--- src/hw/rtl/tlst_pkg.sv ---
`timescale 1ns / 1ps
package tlst_pkg;

   localparam int unsigned TICKS_PER_REV_DEF = 1536000;
   localparam int unsigned TICKS_W           = 24;
   localparam logic [31:0] PI_Q30            = 32'd3373259426;

   localparam int unsigned LEN_W   = 24;
   localparam int unsigned DIST_W  = 24;
   localparam int unsigned TICK_W  = 32;
   localparam int unsigned CSR_W   = 16;

   localparam int unsigned C0_W    = 23;
   localparam int unsigned MAG_W   = 30;
   localparam int unsigned DISC_W  = 51;
   localparam int unsigned SQIN_W  = 64;
   localparam int unsigned ROOT_W  = 32;
   localparam int unsigned DEN_W   = 33;
   localparam int unsigned NUM_W   = 69;
   localparam int unsigned QUO_W   = 57;
   localparam int unsigned TURN_W  = 59;

   typedef enum logic {
      CSR_CIRC  = 1'b0,
      CSR_THICK = 1'b1
   } csr_index_type;

   typedef enum logic [3:0] {
      ST_IDLE,
      ST_TA,
      ST_LO,
      ST_HI,
      ST_CC,
      ST_SQ,
      ST_SQW,
      ST_DIV,
      ST_DVW,
      ST_ML,
      ST_MH,
      ST_FIN,
      ST_OUT
   } state_type;

endpackage

--- src/hw/rtl/tlst_req_if.sv ---
`timescale 1ns / 1ps
interface tlst_req_if;
   import tlst_pkg::*;
   logic                      valid;
   logic                      ready;
   logic signed [LEN_W-1:0]   current_length;
   logic        [DIST_W-1:0]  move_distance;
   logic                      direction;

   modport source (output valid, current_length, move_distance, direction, input ready);
   modport sink   (input valid, current_length, move_distance, direction, output ready);
endinterface

--- src/hw/rtl/tlst_rsp_if.sv ---
`timescale 1ns / 1ps
interface tlst_rsp_if;
   import tlst_pkg::*;
   logic                      valid;
   logic                      ready;
   logic signed [TICK_W-1:0]  tick_count;
   logic                      saturated;
   logic                      status;

   modport source (output valid, tick_count, saturated, status, input ready);
   modport sink   (input valid, tick_count, saturated, status, output ready);
endinterface

--- src/hw/rtl/tape_length_to_step_ticks.sv ---
`timescale 1ns / 1ps
// Converts a tape move into signed stepper ticks through the drum model
// L = C0*n + pi*t*n^2. One move is worked at a time: req ready is low from
// the transfer until the result has been taken. A move with nonzero
// distance and nonzero circumference makes two passes (target, then
// current length) through a 32-step square root and a 69-step restoring
// divider, with the other products on one shared 32x32 multiplier. A zero
// distance or zero circumference answers in the cycle after the transfer.
module tape_length_to_step_ticks import tlst_pkg::*; #(
   parameter int unsigned TICKS_PER_REV = TICKS_PER_REV_DEF
) (
   input  logic              clock,
   input  logic              reset,
   tlst_req_if.sink          req_ch,
   tlst_rsp_if.source        rsp_ch,
   input  logic              csr_we,
   input  logic              csr_index,
   input  logic [CSR_W-1:0]  csr_wdata
);

   localparam logic [31:0] TICKS_OP = 32'(TICKS_PER_REV);

   state_type state_ff, state_in;

   logic [CSR_W-1:0]        circ_ff;
   logic [CSR_W-1:0]        thick_ff;
   logic signed [31:0]      cur_um_ff;
   logic signed [31:0]      tar_um_ff;
   logic [C0_W-1:0]         c0_ff;
   logic                    pass_ff;
   logic [13:0]             ta_hi_ff;
   logic [DISC_W-1:0]       acc_ff;
   logic signed [TURN_W-1:0] turn0_ff;
   logic [TURN_W-1:0]       m_ff;
   logic                    dneg_ff;
   logic [24:0]             lowr_ff;
   logic [63:0]             prod_ff;
   logic signed [TICK_W-1:0] tick_ff;
   logic                    sat_ff;
   logic                    status_ff;

   logic [31:0]             mul_a;
   logic [31:0]             mul_b;
   logic                    sq_start;
   logic                    dv_start;
   logic [ROOT_W-1:0]       sq_root;
   logic                    sq_done;
   logic [QUO_W-1:0]        dv_quo;
   logic                    dv_done;

   logic signed [31:0]      len_w;
   logic                    neg_w;
   logic [MAG_W-1:0]        a_w;
   logic signed [31:0]      cur_um_w;
   logic signed [31:0]      dist_um_w;
   logic signed [TURN_W-1:0] turn_w;
   logic signed [TURN_W:0]  dn_w;
   logic [51:0]             mag_w;
   logic                    accept_w;

   assign accept_w  = req_ch.valid && req_ch.ready;
   assign cur_um_w  = 32'(req_ch.current_length) * 32'sd100;
   assign dist_um_w = $signed({8'd0, req_ch.move_distance}) * 32'sd10;

   assign len_w = pass_ff ? cur_um_ff : tar_um_ff;
   assign neg_w = len_w[31];
   assign a_w   = neg_w ? MAG_W'(-len_w) : MAG_W'(len_w);

   assign turn_w = neg_w ? -$signed({2'b00, dv_quo}) : $signed({2'b00, dv_quo});
   assign dn_w   = {turn0_ff[TURN_W-1], turn0_ff} - {turn_w[TURN_W-1], turn_w};
   assign mag_w  = prod_ff[51:0] + {27'd0, lowr_ff};

   // configuration
   always_ff @(posedge clock) begin
      if (reset) begin
         circ_ff  <= '0;
         thick_ff <= '0;
      end else if (csr_we) begin
         case (csr_index_type'(csr_index))
            CSR_CIRC:  circ_ff  <= csr_wdata;
            CSR_THICK: thick_ff <= csr_wdata;
            default: ;
         endcase
      end
   end

   // next state
   always_comb begin
      state_in = state_ff;
      case (state_ff)
         ST_IDLE: begin
            if (req_ch.valid) begin
               if (req_ch.move_distance == '0 || circ_ff == '0) state_in = ST_OUT;
               else state_in = ST_TA;
            end
         end
         ST_TA:  state_in = ST_LO;
         ST_LO:  state_in = ST_HI;
         ST_HI:  state_in = ST_CC;
         ST_CC:  state_in = ST_SQ;
         ST_SQ:  state_in = ST_SQW;
         ST_SQW: if (sq_done) state_in = ST_DIV;
         ST_DIV: state_in = ST_DVW;
         ST_DVW: begin
            if (dv_done) state_in = pass_ff ? ST_ML : ST_TA;
         end
         ST_ML:  state_in = ST_MH;
         ST_MH:  state_in = ST_FIN;
         ST_FIN: state_in = ST_OUT;
         ST_OUT: if (rsp_ch.ready) state_in = ST_IDLE;
         default: state_in = ST_IDLE;
      endcase
   end

   // outputs of the sequencer
   always_comb begin
      mul_a    = '0;
      mul_b    = '0;
      sq_start = 1'b0;
      dv_start = 1'b0;
      case (state_ff)
         ST_TA: begin
            mul_a = {2'b00, a_w};
            mul_b = {16'd0, thick_ff};
         end
         ST_LO: begin
            mul_a = PI_Q30;
            mul_b = prod_ff[31:0];
         end
         ST_HI: begin
            mul_a = PI_Q30;
            mul_b = {18'd0, ta_hi_ff};
         end
         ST_CC: begin
            mul_a = {9'd0, c0_ff};
            mul_b = {9'd0, c0_ff};
         end
         ST_SQ:  sq_start = 1'b1;
         ST_DIV: dv_start = 1'b1;
         ST_ML: begin
            mul_a = m_ff[31:0];
            mul_b = TICKS_OP;
         end
         ST_MH: begin
            mul_a = {5'd0, m_ff[TURN_W-1:32]};
            mul_b = TICKS_OP;
         end
         default: ;
      endcase
   end

   always_ff @(posedge clock) begin
      if (reset) state_ff <= ST_IDLE;
      else state_ff <= state_in;
   end

   // shared multiplier
   always_ff @(posedge clock) begin
      prod_ff <= mul_a * mul_b;
   end

   // datapath
   always_ff @(posedge clock) begin
      case (state_ff)
         ST_IDLE: begin
            if (accept_w) begin
               cur_um_ff <= cur_um_w;
               tar_um_ff <= req_ch.direction ? cur_um_w - dist_um_w : cur_um_w + dist_um_w;
               c0_ff     <= C0_W'(circ_ff * 23'd100);
               pass_ff   <= 1'b0;
               tick_ff   <= '0;
               sat_ff    <= 1'b0;
               status_ff <= (req_ch.move_distance != '0) && (circ_ff == '0);
            end
         end
         ST_LO: ta_hi_ff <= prod_ff[45:32];
         ST_HI: acc_ff   <= {15'd0, prod_ff[63:28]};
         ST_CC: acc_ff   <= acc_ff + {1'b0, prod_ff[45:0], 4'd0};
         ST_DVW: begin
            if (dv_done) begin
               if (!pass_ff) begin
                  turn0_ff <= turn_w;
                  pass_ff  <= 1'b1;
               end else begin
                  dneg_ff <= dn_w[TURN_W];
                  m_ff    <= dn_w[TURN_W] ? TURN_W'(-dn_w) : TURN_W'(dn_w);
               end
            end
         end
         ST_MH: lowr_ff <= 25'((prod_ff + 64'h8000_0000) >> 32);
         ST_FIN: begin
            if (!dneg_ff) begin
               if (mag_w > 52'h7FFF_FFFF) begin
                  tick_ff <= 32'sh7FFF_FFFF;
                  sat_ff  <= 1'b1;
               end else begin
                  tick_ff <= $signed(mag_w[31:0]);
               end
            end else begin
               if (mag_w > 52'h8000_0000) begin
                  tick_ff <= $signed(32'h8000_0000);
                  sat_ff  <= 1'b1;
               end else begin
                  tick_ff <= $signed(32'd0 - mag_w[31:0]);
               end
            end
         end
         default: ;
      endcase
   end

   tlst_isqrt u_isqrt (
      .clock (clock),
      .reset (reset),
      .start (sq_start),
      .value ({1'b0, acc_ff + {5'd0, prod_ff[45:0]}, 12'd0}),
      .root  (sq_root),
      .done  (sq_done)
   );

   tlst_div u_div (
      .clock (clock),
      .reset (reset),
      .start (dv_start),
      .num   ({a_w, 39'd0}),
      .den   ({c0_ff, 6'd0} + {1'b0, sq_root}),
      .quo   (dv_quo),
      .done  (dv_done)
   );

   assign req_ch.ready      = (state_ff == ST_IDLE);
   assign rsp_ch.valid      = (state_ff == ST_OUT);
   assign rsp_ch.tick_count = tick_ff;
   assign rsp_ch.saturated  = sat_ff;
   assign rsp_ch.status     = status_ff;

   a_one_at_a_time: assert property (@(posedge clock) disable iff (reset)
      req_ch.valid && req_ch.ready |=> !req_ch.ready)
      else $error("transfer taken while busy");

   a_status_no_move: assert property (@(posedge clock) disable iff (reset)
      rsp_ch.valid && rsp_ch.status |-> rsp_ch.tick_count == '0 && !rsp_ch.saturated)
      else $error("error status with nonzero move");

   a_sat_limit: assert property (@(posedge clock) disable iff (reset)
      rsp_ch.valid && rsp_ch.saturated |->
         rsp_ch.tick_count == 32'sh7FFF_FFFF || rsp_ch.tick_count == $signed(32'h8000_0000))
      else $error("saturated flag without clamped count");

endmodule

--- src/hw/rtl/tlst_isqrt.sv ---
`timescale 1ns / 1ps
module tlst_isqrt import tlst_pkg::*; (
   input  logic              clock,
   input  logic              reset,
   input  logic              start,
   input  logic [SQIN_W-1:0] value,
   output logic [ROOT_W-1:0] root,
   output logic              done
);

   logic [SQIN_W-1:0]   val_ff;
   logic [ROOT_W+1:0]   rem_ff;
   logic [ROOT_W-1:0]   root_ff;
   logic [4:0]          cnt_ff;
   logic                busy_ff;
   logic                done_ff;

   logic [ROOT_W+3:0]   rem_in;
   logic [ROOT_W+3:0]   trial_in;
   logic                ge_in;

   assign rem_in   = {rem_ff, val_ff[SQIN_W-1 -: 2]};
   assign trial_in = {2'b00, root_ff, 2'b01};
   assign ge_in    = rem_in >= trial_in;

   always_ff @(posedge clock) begin
      if (reset) begin
         busy_ff <= 1'b0;
         done_ff <= 1'b0;
      end else begin
         done_ff <= busy_ff && (cnt_ff == 5'd0);
         if (start) begin
            busy_ff <= 1'b1;
         end else if (busy_ff && cnt_ff == 5'd0) begin
            busy_ff <= 1'b0;
         end
      end
   end

   always_ff @(posedge clock) begin
      if (start) begin
         val_ff  <= value;
         rem_ff  <= '0;
         root_ff <= '0;
         cnt_ff  <= 5'd31;
      end else if (busy_ff) begin
         val_ff <= {val_ff[SQIN_W-3:0], 2'b00};
         cnt_ff <= cnt_ff - 5'd1;
         if (ge_in) begin
            rem_ff  <= (ROOT_W+2)'(rem_in - trial_in);
            root_ff <= {root_ff[ROOT_W-2:0], 1'b1};
         end else begin
            rem_ff  <= rem_in[ROOT_W+1:0];
            root_ff <= {root_ff[ROOT_W-2:0], 1'b0};
         end
      end
   end

   assign root = root_ff;
   assign done = done_ff;

endmodule

--- src/hw/rtl/tlst_div.sv ---
`timescale 1ns / 1ps
module tlst_div import tlst_pkg::*; (
   input  logic             clock,
   input  logic             reset,
   input  logic             start,
   input  logic [NUM_W-1:0] num,
   input  logic [DEN_W-1:0] den,
   output logic [QUO_W-1:0] quo,
   output logic             done
);

   logic [NUM_W-1:0] quo_ff;
   logic [DEN_W-1:0] rem_ff;
   logic [DEN_W-1:0] den_ff;
   logic [6:0]       cnt_ff;
   logic             busy_ff;
   logic             done_ff;

   logic [DEN_W:0]   part_in;
   logic             ge_in;

   assign part_in = {rem_ff, quo_ff[NUM_W-1]};
   assign ge_in   = part_in >= {1'b0, den_ff};

   always_ff @(posedge clock) begin
      if (reset) begin
         busy_ff <= 1'b0;
         done_ff <= 1'b0;
      end else begin
         done_ff <= busy_ff && (cnt_ff == 7'd0);
         if (start) begin
            busy_ff <= 1'b1;
         end else if (busy_ff && cnt_ff == 7'd0) begin
            busy_ff <= 1'b0;
         end
      end
   end

   always_ff @(posedge clock) begin
      if (start) begin
         quo_ff <= num;
         rem_ff <= '0;
         den_ff <= den;
         cnt_ff <= 7'(NUM_W - 1);
      end else if (busy_ff) begin
         cnt_ff <= cnt_ff - 7'd1;
         quo_ff <= {quo_ff[NUM_W-2:0], ge_in};
         if (ge_in) begin
            rem_ff <= DEN_W'(part_in - {1'b0, den_ff});
         end else begin
            rem_ff <= part_in[DEN_W-1:0];
         end
      end
   end

   assign quo  = quo_ff[QUO_W-1:0];
   assign done = done_ff;

endmodule

--- src/flat_wrapper.sv ---
// flat-port wrapper written by rule: the top's interface ports become plain ports
module tape_length_to_step_ticks_flat import tlst_pkg::*;
#(
   parameter int unsigned TICKS_PER_REV = TICKS_PER_REV_DEF
)
  (clock, reset, csr_we, csr_index, csr_wdata, req_ch_valid, req_ch_current_length, req_ch_move_distance, req_ch_direction, req_ch_ready, rsp_ch_valid, rsp_ch_tick_count, rsp_ch_saturated, rsp_ch_status, rsp_ch_ready);
  tlst_req_if req_ch_i ();
  tlst_rsp_if rsp_ch_i ();
  input  logic clock;
  input  logic reset;
  input  logic csr_we;
  input  logic csr_index;
  input  logic [CSR_W-1:0] csr_wdata;
  input wire logic [$bits(req_ch_i.valid)-1:0] req_ch_valid;
  input wire logic [$bits(req_ch_i.current_length)-1:0] req_ch_current_length;
  input wire logic [$bits(req_ch_i.move_distance)-1:0] req_ch_move_distance;
  input wire logic [$bits(req_ch_i.direction)-1:0] req_ch_direction;
  output wire logic [$bits(req_ch_i.ready)-1:0] req_ch_ready;
  output wire logic [$bits(rsp_ch_i.valid)-1:0] rsp_ch_valid;
  output wire logic [$bits(rsp_ch_i.tick_count)-1:0] rsp_ch_tick_count;
  output wire logic [$bits(rsp_ch_i.saturated)-1:0] rsp_ch_saturated;
  output wire logic [$bits(rsp_ch_i.status)-1:0] rsp_ch_status;
  input wire logic [$bits(rsp_ch_i.ready)-1:0] rsp_ch_ready;
  assign req_ch_i.valid = req_ch_valid;
  assign req_ch_i.current_length = req_ch_current_length;
  assign req_ch_i.move_distance = req_ch_move_distance;
  assign req_ch_i.direction = req_ch_direction;
  assign req_ch_ready = req_ch_i.ready;
  assign rsp_ch_valid = rsp_ch_i.valid;
  assign rsp_ch_tick_count = rsp_ch_i.tick_count;
  assign rsp_ch_saturated = rsp_ch_i.saturated;
  assign rsp_ch_status = rsp_ch_i.status;
  assign rsp_ch_i.ready = rsp_ch_ready;
  tape_length_to_step_ticks #(.TICKS_PER_REV(TICKS_PER_REV)) u_core (.clock(clock), .reset(reset), .req_ch(req_ch_i), .rsp_ch(rsp_ch_i), .csr_we(csr_we), .csr_index(csr_index), .csr_wdata(csr_wdata));
endmodule
--- config.mk ---
export PLATFORM = sky130hd
export DESIGN_NAME = tape_length_to_step_ticks_flat
export DESIGN_NICKNAME = d
export VERILOG_FILES = /design/src/hw/rtl/tlst_pkg.sv /design/src/hw/rtl/tlst_req_if.sv /design/src/hw/rtl/tlst_rsp_if.sv /design/src/hw/rtl/tape_length_to_step_ticks.sv /design/src/hw/rtl/tlst_isqrt.sv /design/src/hw/rtl/tlst_div.sv /design/src/flat_wrapper.sv
export SDC_FILE = /design/constraint.sdc
export NUM_CORES = 2
export LEC_CHECK = 0
export BUFFER_PORTS_ARGS = -buffer_cell sky130_fd_sc_hd__buf_2
export CAP_MARGIN = 20
export CORE_MARGIN = 8
export CORE_UTILIZATION = 47
export DETAILED_ROUTE_END_ITERATION = 10
export PLACE_DENSITY = 0.7
export SYNTH_ARGS = -nofsm -noshare
export SYNTH_HDL_FRONTEND = slang
export SYNTH_SLANG_ARGS = --single-unit
--- constraint.sdc ---
create_clock -name clock -period 16.1 [get_ports clock]
set_clock_uncertainty 0.1 [all_clocks]
set_input_delay 0.805 -clock clock [delete_from_list [all_inputs] [get_ports clock]]
set_output_delay 0.805 -clock clock [all_outputs]
set_load 0.01 [all_outputs]
==> flow_summary.toml <==
[sta]
hold_viol = 0
worstMarginPinSlew_ns = 1.189
slew_headroom = 0.2075
drv_slew = 0
rsz0062_at_grt = "false"
post-route-min-period_ns = 12.02
max_freq_ghz = 0.08319
setup_tns_ns = 0
finalCritPeriodShare = 0.7467
setup_viol_count_final = 0

[global_routing]
grt_pass1_vias = 67035
grt-ovfl-total = 0
antenna_found_initial = 8
grt_usage = 0.2524
grt_max_degree = 103
grt_pass1_wl_mm = 381.4

[logic_synthesis]
synth_top_area_cell = "fa_1"
synth_seq_cells = 693
syn_area_per_cell_um2 = 8.898
synth_cells = 9300
synth_edf_count = 438
synth_area_um2 = 82760
netlist_top_cells_area = "fa_1 (23%), edfxtp_1 (16%), ha_1 (12%)"
ys_async_sr_fraction = 0
synth_top_area_share = 0.2269
ys_types = 107
synthFlopType = "edfxtp_1"
synth-seq-area-share = 0.2206
synth_commonest_cells = "inv_1 (1,510), fa_1 (938), nor2_1 (889)"
synth_most_common_cell = "inv_1"
yosysWarnings = 0

[drt]
vias = 66302
firstDrtPassIters = 6
drt_iter0_drc = 5243
ant_nets = 0
drc = 0
wl_per_cell_um = 20.67
routed_wirelength_mm = 245.3
via_per_inst = 5.587

[critical_path]
cp_data_arrival_time_ns = 12.49
rr_worst_depth = 35
rr_endpoint = "u_core.prod_ff[63]"
critPathLaunch = "u_core.pass_ff"
path_max_fanout = 53
cp.required_ns = 16.57
regToRegSetupSlack_ns = 4.08
worstSetupPathType = "reg -> reg"
regToRegStartpoint = "u_core.pass_ff"
crit_path_start_kind = "register"
cp-end-kind = "register"
slowest_delay_ns = 0.88
cpMostUsedCell = "fa_1"
crit_path_top_delay_cell = "a21oi_1"
crit_end = "u_core.prod_ff[63]"

[clocking]
clockBufferDepth = 3
path_clk_slew_ns = 0.06
cts-resized-gates = 0
cts_buffers = 78
cts_htree_levels = 3
cts_root_buf = "clkbuf_16"
cts_setup_buffers = 0
clk_latency_ns = 0.70
ctsHoldBuffers = 0
clkSinkCount = 693
cts_tree = "done"

[floorplan]
dieArea_um2 = 189800
start_util = 0.4714
core_um2 = 175500
io_pins = 107
die_h_um = 435.6
die_w_um = 435.6
row_count = 154

[finish]
synthToLayoutAreaGrowth_pct = 8.148
fin_nets = 11232
num-fill-cells = 16142
drive_gt1_frac = 0.05177

[hold_path]
worstHoldPathType = "in -> reg"

[flow_run]
maxCapViolCount = 0

[place]
gp_congestion = 0.9905
dp_hpwl_mm = 196.3
portBuffers = 106

[run_status]
outcome = "complete, no violations"
==> logic make-up after synthesis <==
logic type	Yosys count	share of synthesized area
adders and majority gates	1704	0.3427
AOI/OAI and AO/OA	1796	0.1361
other	2	0.00009075
muxes	139	0.01695
buffers and inverters	1847	0.08411
xor gates and xnor gates	537	0.05692
DFF	693	0.2206
and+or+nand+nor	2582	0.1424
==> how the worst min path moves through the flow <==
stage                           startpoint                      to  slack (ns)  depth (start not counted)
global placement    u_core.u_div.cnt_ff[6]  u_core.u_div.cnt_ff[6]        0.35                          2
floorplan           u_core.u_isqrt.root[0]  u_core.u_div.den_ff[0]        0.33                          0
detailed placement      u_core.thick_ff[7]      u_core.thick_ff[7]        0.35                          2
global route                 csr_wdata[14]      u_core.circ_ff[14]        0.29                          3
CTS                           csr_wdata[1]       u_core.circ_ff[1]        0.25                          3
finish                        csr_wdata[1]       u_core.circ_ff[1]        0.31                          3
==> worst max-delay path: cells and delay by family (launching register included) <==
family	cells	cell delay, ns
AND/OR/NAND/NOR	10	2.47
adder cells (fa/ha/maj)	10	4.82
XOR/XNOR	2	0.32
multiplexers	1	0.33
flip-flops	1	0.36
buffers and inverters	5	0.80
AO/OA/AOI/OAI	7	2.65
==> sequential cells by signal (all words and copies together), names as in the netlist, 16 cells and up <==
register / count
u_core.u_isqrt.val_ff: 52
u_core.u_div.rem_ff: 33
u_core.prod_ff: 64
u_core.u_div.den_ff: 33
u_core.cur_um_ff: 29
u_core.m_ff: 59
u_core.acc_ff: 51
u_core.tar_um_ff: 30
u_core.thick_ff: 16
u_core.u_isqrt.root: 32
u_core.turn0_ff: 59
u_core.u_div.quo_ff: 69
u_core.rsp_ch.tick_count: 32
u_core.circ_ff: 16
u_core.u_isqrt.rem_ff: 34
u_core.c0_ff: 21
u_core.lowr_ff: 25
==> cell usage in the layout, fill, tap and decap left out, drive strengths merged, types with 238 or more instances in the layout <==
cell / count
a21oi: 613
buf: 238
dfxtp: 255
edfxtp: 438
fa: 938
ha: 766
inv: 1515
nand2: 819
nor2: 889
o21ai: 427
xnor2: 314
==> area by class of cell <==
type	instances	area [um2]	share of cell area
multi-input cells	6933	58350	0.6519
diodes	4	10.01	0.0001118
clock inverters	39	466.7	0.005215
inverters	1512	5678	0.06344
well taps	2340	2928	0.03271
clock buffers	107	2228	0.02490
flip-flops and latches	693	18270	0.2041
repair buffers	239	1577	0.01761
==> per-layer routing <==
metal | vias to the layer above | wire length, um | track usage
li1 | 30925 | - | -
met1 | 32349 | 102100 | 0.3286
met2 | 2448 | 111800 | 0.4116
met3 | 580 | 19060 | 0.04719
met4 | 0 | 12360 | 0.1096
met5 | - | 0 | 0
==> through the flow <==
stage	instances	hold WS [ns]	setup slack, ns	area, um2	utilization
after global placement	11713	0.3450	4.242	86720	0.4940
after CTS	11859	0.2533	4.126	89410	0.5094
after detailed placement	11713	0.3503	4.145	86720	0.4940
after floorplan	9473	0.3299	4.346	83410	-
after global routing	11864	0.2868	3.470	89490	0.5098
final	11867	0.3053	4.079	89500	0.5099
Power is left out: the tool's default activity adds up to more than one toggle a clock period on the data nets, which glitch-free logic cannot reach.
